`src/rtl/core/srtc_pkg.sv`:
```
`timescale 1ns / 1ps
// ----------------------------------------------------------------------------
// srtc_pkg
// shared types and constants of the rtc register block: command codes,
// register word indices, counter geometry and reset values
// ----------------------------------------------------------------------------
package srtc_pkg;

  localparam int unsigned CmdW    = 2;
  localparam int unsigned IdxW    = 4;
  localparam int unsigned DataW   = 32;
  localparam int unsigned CountW  = 47;
  localparam int unsigned CountLoW = 15;
  localparam int unsigned NumRegs = 15;

  localparam logic [CmdW-1:0] CmdTick  = 2'd0;
  localparam logic [CmdW-1:0] CmdRead  = 2'd1;
  localparam logic [CmdW-1:0] CmdWrite = 2'd2;

  localparam logic [IdxW-1:0] IdxCntMsb = 4'd0;
  localparam logic [IdxW-1:0] IdxCntLsb = 4'd1;
  localparam logic [IdxW-1:0] IdxLpcr   = 4'd4;
  localparam logic [IdxW-1:0] IdxLpsr   = 4'd5;
  localparam logic [IdxW-1:0] IdxHpcr   = 4'd12;
  localparam logic [IdxW-1:0] IdxHpisr  = 4'd13;
  localparam logic [IdxW-1:0] IdxLast   = 4'd14;

  localparam logic [DataW-1:0] HpcrReset = 32'h0000_0008;

  localparam logic [1:0] LpStateSet15 = 2'd1;
  localparam logic [1:0] LpStateSet14 = 2'd2;

  typedef struct packed {
    logic [CmdW-1:0]  cmd;
    logic [IdxW-1:0]  idx;
    logic [DataW-1:0] data;
  } srtc_req_t;

endpackage

```
`src/rtl/core/srtc_core.sv`:
```
`timescale 1ns / 1ps
// ----------------------------------------------------------------------------
// srtc_core
// counter and register store; applies one request per enabled cycle and
// returns its read data combinationally
// ----------------------------------------------------------------------------
module srtc_core
  import srtc_pkg::*;
(
  input  logic             clk_i,
  input  logic             rst_ni,
  input  logic             en_i,
  input  srtc_req_t        req_i,
  output logic [DataW-1:0] rdata_o
);

  logic [CountW-1:0] cnt_q, cnt_d;
  logic [DataW-1:0]  regs_q [NumRegs];
  logic [DataW-1:0]  regs_d [NumRegs];
  logic [DataW-1:0]  lpsr_w;

  always_comb begin
    rdata_o = '0;
    if (req_i.cmd == CmdRead) begin
      if (req_i.idx == IdxCntMsb) begin
        rdata_o = cnt_q[CountW-1:CountLoW];
      end else if (req_i.idx == IdxCntLsb) begin
        rdata_o = {cnt_q[CountLoW-1:0], {(DataW-CountLoW){1'b0}}};
      end else if (req_i.idx <= IdxLast) begin
        rdata_o = regs_q[req_i.idx];
      end
    end
  end

  // low-power status after a control write
  always_comb begin
    lpsr_w = regs_q[IdxLpsr];
    if (req_i.data[15]) begin
      lpsr_w[15]    = 1'b1;
      lpsr_w[13:12] = LpStateSet15;
    end
    if (req_i.data[14]) begin
      lpsr_w[14]    = 1'b1;
      lpsr_w[13:12] = LpStateSet14;
    end
  end

  always_comb begin
    cnt_d  = cnt_q;
    regs_d = regs_q;
    case (req_i.cmd)
      CmdTick: begin
        cnt_d = cnt_q + 1'b1;
      end
      CmdWrite: begin
        case (req_i.idx) inside
          IdxCntMsb: begin
            cnt_d = {req_i.data, cnt_q[CountLoW-1:0]};
          end
          IdxCntLsb: begin
            cnt_d = {cnt_q[CountW-1:CountLoW], req_i.data[DataW-1:DataW-CountLoW]};
          end
          IdxLpsr, IdxHpisr: begin
            regs_d[req_i.idx] = regs_q[req_i.idx] & ~req_i.data;
          end
          IdxLpcr: begin
            regs_d[IdxLpcr] = req_i.data;
            regs_d[IdxLpsr] = lpsr_w;
          end
          default: begin
            if (req_i.idx <= IdxLast) begin
              regs_d[req_i.idx] = req_i.data;
            end
          end
        endcase
      end
      default: begin
      end
    endcase
  end

  always_ff @(posedge clk_i or negedge rst_ni) begin
    if (!rst_ni) begin
      cnt_q <= '0;
      for (int i = 0; i < NumRegs; i++) begin
        regs_q[i] <= (i == IdxHpcr) ? HpcrReset : '0;
      end
    end else if (en_i) begin
      cnt_q  <= cnt_d;
      regs_q <= regs_d;
    end
  end

endmodule

```
`src/rtl/core/secure_rtc_register_block_unit.sv`:
```
`timescale 1ns / 1ps
// path: each accepted input is held in the input register, then its result is
// loaded into the result register and offered; the load waits while a stalled
// result is still held (input register, then result register)
// throughput: one item per cycle while the output is not stalled, limited by the single request register
// reset: asynchronous, clears the counter and registers (hp control to 0x8)
// and empties both the input and the result register
// ----------------------------------------------------------------------------
// secure_rtc_register_block_unit
// rtc register block: 47-bit tick counter seen as two words, status
// registers with write-one-to-clear and plain storage registers
// ----------------------------------------------------------------------------
module secure_rtc_register_block_unit
  import srtc_pkg::*;
(
  input  logic             clk_i,
  input  logic             rst_ni,
  input  logic             in_valid_i,
  output logic             in_stall_o,
  input  logic [CmdW-1:0]  cmd_i,
  input  logic [IdxW-1:0]  reg_index_i,
  input  logic [DataW-1:0] write_data_i,
  output logic             out_valid_o,
  input  logic             out_stall_i,
  output logic [DataW-1:0] read_data_o
);

  logic             in_valid_q;
  srtc_req_t        req_q;
  logic             out_valid_q;
  logic [DataW-1:0] rdata_q;
  logic [DataW-1:0] rdata_w;
  logic             advance;
  logic             in_xfer;

  assign advance    = in_valid_q && (!out_valid_q || !out_stall_i);
  assign in_stall_o = in_valid_q && !advance;
  assign in_xfer    = in_valid_i && !in_stall_o;

  srtc_core u_core (
    .clk_i   (clk_i),
    .rst_ni  (rst_ni),
    .en_i    (advance),
    .req_i   (req_q),
    .rdata_o (rdata_w)
  );

  always_ff @(posedge clk_i or negedge rst_ni) begin
    if (!rst_ni) begin
      in_valid_q  <= 1'b0;
      out_valid_q <= 1'b0;
    end else begin
      if (in_xfer) begin
        in_valid_q <= 1'b1;
      end else if (advance) begin
        in_valid_q <= 1'b0;
      end
      if (advance) begin
        out_valid_q <= 1'b1;
      end else if (!out_stall_i) begin
        out_valid_q <= 1'b0;
      end
    end
  end

  always_ff @(posedge clk_i) begin
    if (in_xfer) begin
      req_q.cmd  <= cmd_i;
      req_q.idx  <= reg_index_i;
      req_q.data <= write_data_i;
    end
    if (advance) begin
      rdata_q <= rdata_w;
    end
  end

  assign out_valid_o = out_valid_q;
  assign read_data_o = rdata_q;

endmodule

```
`config.mk`:
```
export PLATFORM = sky130hd
export DESIGN_NAME = secure_rtc_register_block_unit
export DESIGN_NICKNAME = d
export VERILOG_FILES = /design/src/rtl/core/srtc_pkg.sv /design/src/rtl/core/srtc_core.sv /design/src/rtl/core/secure_rtc_register_block_unit.sv
export SDC_FILE = /design/constraint.sdc
export NUM_CORES = 1
export LEC_CHECK = 0
export BUFFER_PORTS_ARGS = -buffer_cell sky130_fd_sc_hd__buf_2
export CORE_MARGIN = 10
export CORE_UTILIZATION = 65
export CTS_BUF_LIST = sky130_fd_sc_hd__clkbuf_4
export CTS_CLUSTER_SIZE = 14
export DETAILED_ROUTE_END_ITERATION = 7
export HOLD_SLACK_MARGIN = 0.03
export PLACE_DENSITY = 0.86
export REMOVE_ABC_BUFFERS = 1
export SYNTH_ARGS = -nofsm -noshare
export SYNTH_HDL_FRONTEND = slang
export SYNTH_SLANG_ARGS = --single-unit
```
`constraint.sdc`:
```
create_clock -name clk_i -period 3 [get_ports clk_i]
set_input_delay 0.15 -clock clk_i [delete_from_list [all_inputs] [get_ports clk_i]]
set_output_delay 0.15 -clock clk_i [all_outputs]
set_load 0.01 [all_outputs]
```
Word-level counts from Yosys, hierarchy flattened

Index checks and enable logic that the tools add are counted.

Register bits: 599
Logic and storage cells: 99
Input bits: 42
Output and inout port bits: 34

Reduce and logical (&&, ||, !) cells: 23
Multiplexer cells: 27
Add/sub/neg operators: 1
Bitwise operators: 5
Equal/unequal tests: 14
Order comparisons: 3

Operators with widths:

| cell                                                       | count |
|---|---|
| bitwise mux 480 bit                                        | 2 |
| 2-to-1 mux 288 bit                                         | 2 |
| 2-to-1 mux 480 bit                                         | 1 |
| 2-to-1 mux 128 bit                                         | 2 |
| 2-to-1 mux 32 bit                                          | 6 |
| binary-select mux 32 bit (select 4 bit)                    | 1 |
| demux 32 bit (select 4 bit)                                | 1 |
| 2-to-1 mux 64 bit                                          | 2 |
| case mux 47 bit (2 select lines)                           | 1 |
| adder 47 x 1 -> 47 bit, second input constant              | 1 |
| 2-to-1 mux 47 bit                                          | 1 |
| AND 32 bit                                                 | 1 |
| NOT 32 bit                                                 | 1 |
| AND reduction 6 bit                                        | 4 |
| 2-to-1 mux 15 bit                                          | 1 |
| equality test 4 x 3 -> 1 bit, second input constant        | 2 |
| inequality test 2 x 1 -> 1 bit, second input constant      | 3 |
| inequality test 3 bit, second input constant               | 2 |
| nonzero test 2 bit                                         | 3 |
| greater-or-equal comparator 5 bit, second input constant   | 1 |
| less-than comparator 5 x 1 -> 1 bit, second input constant | 1 |
| 2-to-1 mux 1 bit                                           | 5 |
| NOT 4 -> 5 bit                                             | 1 |
| AND reduction 5 bit                                        | 1 |
| other kinds (19)                                           | 27 |

Logic depth before layout (Yosys ltp)

Depth in word-level cells: 9
Gate-level depth with buffers: 10
Gate-level depth less buffers: 6

Hierarchy

From an unflattened synthesis, not the netlist that was laid out.

Cells, all modules: 2480
Area, all modules: 27338.7 um2

By module, submodules not included:

| module                         | sequential area each (um2) | area each (um2) | instances | cells each |
|---|---|---|---|---|
| srtc_core                      | 13188.9                    | 25144.1         | 1         | 2402 |
| secure_rtc_register_block_unit | 2152.1                     | 2194.6          | 1         | 78 |

Worst setup path after synthesis

OpenSTA, ideal clock, no wires.

Path kind: register -> register
Start point: register out_valid_q, in the netlist out_valid_o
End point: register u_core.regs_q[41] (netlist bit)
Arrival time: 2.416 ns
Path slack: 0.459 ns
Path buffers: 2
Cell stages (with the launch flop): 8
Clock period less this slack: 2.541 ns
Library setup time: 0.125 ns
Required time: 2.875 ns
Path through: dfrtp_1 > a21bo_2 > buf_2 > inv_2 > nand2_1 > nor3_2 > buf_2 > mux2_2

Longest elaborated chain between the ends: 4

Ends and longest elaborated chain:

| what                          | RTL line                             | source |
|---|---|---|
| start, declared               | secure_rtc_register_block_unit.sv:30 | `logic out_valid_q;` |
| start signal, assigned        | secure_rtc_register_block_unit.sv:51 | `out_valid_q <= 1'b0;` |
| start signal, assigned        | secure_rtc_register_block_unit.sv:59 | `out_valid_q <= 1'b1;` |
| start signal, assigned        | secure_rtc_register_block_unit.sv:61 | `out_valid_q <= 1'b0;` |
| zero test 1 bit               | secure_rtc_register_block_unit.sv:36 | `assign advance = in_valid_q && (!out_valid_q \|\| !out_stall_i);` |
| logical OR 1 bit              | secure_rtc_register_block_unit.sv:36 |  |
| logical AND 1 bit             | secure_rtc_register_block_unit.sv:36 |  |
| net advance                   | secure_rtc_register_block_unit.sv:33 | `logic advance;` |
| AND reduction 6 bit (no line) | -                                    |  |
| end signal, assigned by index | srtc_core.sv:86                      | `regs_q[i] <= (i == IdxHpcr) ? HpcrReset : '0;` |
| end signal, assigned          | srtc_core.sv:90                      | `regs_q <= regs_d;` |
| end, declared                 | srtc_core.sv:18                      | `logic [DataW-1:0] regs_q [NumRegs];` |

The timed path passes the listed nets, and every way through them passes these cells.
A chain may end at the register's enable or synchronous reset.

Worst setup path after layout

Start point: register req_q[32] (netlist bit)
End point: register u_core.regs_q[146] (netlist bit)

Longest elaborated chain between the ends: 9
Elaborated cells between the ends (all ways): 27
Classes of those cells: order compare (3); eq/ne (5); mux (10); bitwise (4); reduce/logical (5)

Ends and longest elaborated chain:

| what                                                                                                                  | RTL line                             | source |
|---|---|---|
| start, declared                                                                                                       | secure_rtc_register_block_unit.sv:29 | `srtc_req_t req_q;` |
| NOT 4 -> 5 bit                                                                                                        | srtc_core.sv:64, srtc_core.sv:72     |  |
| greater-or-equal comparator 5 bit (implied by the code) / less-than comparator 5 x 1 -> 1 bit (equally long branches) | srtc_core.sv:64, srtc_core.sv:72     |  |
| logical AND 1 bit (implied by the code)                                                                               | srtc_core.sv:64, srtc_core.sv:72     |  |
| 2-to-1 mux 32 bit (implied by the code)                                                                               | srtc_core.sv:64, srtc_core.sv:72     |  |
| demux 32 bit (select 4 bit)                                                                                           | srtc_core.sv:64, srtc_core.sv:72     |  |
| bitwise mux 480 bit                                                                                                   | srtc_core.sv:72                      | `regs_d[req_i.idx] = req_i.data;` |
| 2-to-1 mux 480 bit                                                                                                    | srtc_core.sv:71                      | `if (req_i.idx <= IdxLast) begin` |
| 2-to-1 mux 288 bit (2 in a row)                                                                                       | srtc_core.sv:56                      | `case (req_i.idx) inside` |

Parallel ways exist; a longest one is shown, timed or not. The select of a mux whose other input is x is not followed.

==> impl_metrics.py <==
metrics = {
    "worst_setup_path": {
        "crit_start": "req_q[32]",
        "critPathLaunchType": "flop",
        "r2r_slack_ps": 90,
        "reg2regPathDepth": 7,
        "cp.arrival_ps": 3780,
        "r2r-start": "req_q[32]",
        "crit_required_ps": 3870,
        "criticalPathCategory": "flop to flop",
        "worstPathMaxFanout": 48,
        "r2r_end": "u_core.regs_q[146]",
        "end_kind": "flop",
    },
    "flow_run": {
        "cap_viol_max_count": 0,
    },
    "clock_tree": {
        "cts_htree_levels": 4,
        "tritoncts": "done",
        "post_cts_resized": 0,
        "cts_hold_buf": 84,
        "clkTransAtPathRegs_ps": 80,
        "clockRootBuffer": "clkbuf_4",
        "cts_made_buffers": 151,
        "cts.path.max_buffers": 3,
        "post_cts_buffers": 0,
        "clock_latency_ps": 1010,
        "clock-sinks": 599,
    },
    "place": {
        "dp_slack_ps": 299,
        "hpwlAfterDp_mm": 52.8,
        "port_buffers": 75,
        "dp_cells": 2995,
        "gp_congestion": 1.02,
    },
    "grt": {
        "antenna_found_initial": 2,
        "grt_max_degree": 80,
        "grt_pass1_wl_mm": 133,
        "grt_usage": 0.347,
        "grt-ovfl-total": 0,
        "grt_pass1_vias": 23479,
    },
    "sta": {
        "worst_pin_slew_ps": 1100,
        "rsz0062_at_grt": "no",
        "worst_slack_ps": 90.1,
        "hold_viol": 0,
        "finClkSkew_ps": 56.5,
        "fin_crit_ps": 2910,
        "setup_viol": 0,
        "period_share": 0.970,
        "timing.fmax_mhz": 344,
        "report.final.slew_viol_count": 0,
        "slew_headroom": 0.265,
    },
    "min_path": {
        "holdCritPathClass": "input port to flop",
        "min_from": "in_valid_i",
        "hold_depth": 3,
        "holdPathEnd": "req_q[3]",
    },
    "yosys": {
        "synth_flop_cell": "dfrtp_1",
        "ys_seq_area_frac": 0.567,
        "yosys.area.top_type": "dfrtp_1",
        "ys_seq_elements": 599,
        "syn_inst": 2516,
        "synth_warnings": 0,
        "syn_area_um2": 27000,
        "syn_avg_cell_area_um2": 10.8,
        "synth_edf_count": 70,
        "synth_most_common_cell": "dfrtp_1",
        "yosys.area.top_type_share": 0.488,
        "synth.area.top_cells": "dfrtp_1 (49%), edfxtp_1 (7.8%), nand2_1 (5.1%)",
        "synth_top_cells_by_count": "dfrtp_1 (528), nand2_1 (369), o21ai_0 (271), clkbuf_1 (172), a21oi_1 (156)",
        "synthArstFlopShare": 0.883,
        "synth_cell_type_count": 73,
    },
    "routing": {
        "antenna_left": 0,
        "drt_iter0_drc": 3156,
        "routedWlPerCell_um": 25.8,
        "drc": 0,
        "drt-total-wl_mm": 86.3,
        "avgViaCountPerCell": 6.81,
        "first_pass_iters": 6,
        "vias": 22809,
    },
    "power": {
        "power.net_switching_mw": 5.76,
        "p_seq_frac": 0.498,
        "leakage_nw": 14.2,
        "peakVddDrop_v": 0.000454,
        "swShare": 0.290,
        "intPower_mw": 14.1,
        "pwr-share-comb": 0.131,
        "clkPwrFrac": 0.371,
        "p_per_area_nw_per_um2": 640,
        "power_mw": 19.9,
    },
    "die": {
        "io_pins": 76,
        "die_h_um": 224,
        "rows": 74,
        "dieWidth_um": 224,
        "die-area_um2": 50200,
        "initial_core_util": 0.659,
        "core_area_um2": 41000,
    },
    "finish": {
        "nets": 2743,
        "drive_above_1_share": 0.217,
        "fin_cells": 3348,
        "nFillCells": 2567,
        "area_growth_pct": 14.8,
    },
    "outcome": {
        "status": "complete, no violations",
    },
}
## flip-flops by register name, indices dropped and copies added, names as in the netlist
signal         flops
out_valid_o        1
u_core.cnt_q      47
u_core.lpsr_w     28
read_data_o       32
in_valid_q         1
req_q             38
u_core.regs_q    452
## power groups by stage
stage               clock network (mW)  logic (mW)  registers [mW]
global route                      7.89        2.85            9.96
detailed placement                   0        2.43            9.97
floorplan                            0        1.56            9.80
finish                            7.36        2.61            9.89
global placement                     0        2.29            9.90
CTS                               7.38        2.55            9.83
## cells in the final DEF (no fill, tap or decap), types with 20 or more instances in the layout
cell type        n
a21oi_1        156
a221o_1         25
a221oi_1        38
a22o_1          28
a22oi_1         37
buf_2           74
buf_4          100
clkbuf_4       227
clkinv_1        25
dfrtp_1        528
dlygate4sd3_1   83
edfxtp_1        70
mux2_2         109
mux2i_1        128
mux4_2          35
nand2_1        368
nand3_1         46
nand4_1         20
nor2_1         146
nor3_1          32
o21ai_0        271
o22ai_1         26
## logic make-up after synthesis
kind of cell             Yosys count  synth area share
XOR/XNOR                           1          0.000324
AO/OA/AOI/OAI                    673             0.152
multiplexers                     272             0.122
buffers and inverters            255            0.0408
adder cells (fa/ha/maj)            1          0.000462
flip-flops                       599             0.567
AND/OR/NAND/NOR                  715             0.117
## cell type report
| class | instances | area, um2 | share of cell area |
|---|---|---|---|
| multi-input combinational | 1662 | 10700 | 0.344 |
| timing repair buffer | 275 | 2310 | 0.0745 |
| clock buffer | 227 | 1700 | 0.0549 |
| inverter | 11 | 41.3 | 0.00133 |
| clock inverter | 39 | 304 | 0.00979 |
| antenna | 3 | 7.51 | 0.000242 |
| tap | 532 | 666 | 0.0214 |
| sequential | 599 | 15300 | 0.494 |
## layer usage
layer / global-route usage / up-vias / wire, um
li1: - / 9496 / -
met1: 0.424 / 11187 / 30800
met2: 0.533 / 1724 / 39800
met3: 0.103 / 402 / 10300
met4: 0.223 / 0 / 5310
met5: 0 / - / 0
## critical path: stages (launching register included)
cell and delay, ps:
edfxtp_1 470, buf_12 200, buf_4 210, nor2b_2 680
buf_4 390, nand2_1 80, buf_4 320, o21ai_0 400
## through the flow
stage,TNS [ps],instance area (um2),hold WS (ps),util
after floorplan,-2680250,26000,-146,-
after global placement,0,28200,193,0.687
after detailed placement,0,28200,201,0.687
after CTS,0,31000,281,0.757
after global routing,0,31100,322,0.757
final,0,31100,358,0.757
## how the worst max path moves through the flow
stage / end / slack [ps] / cells after the start
floorplan: u_core.regs_q[415] / -6800 / 3
global placement: read_data_o[1] / 340 / 7
detailed placement: read_data_o[1] / 300 / 7
CTS: read_data_o[1] / 260 / 7
global route: u_core.regs_q[146] / 80 / 7
finish: u_core.regs_q[146] / 90 / 7
No activity file was read; power rests on OpenSTA's default activity.
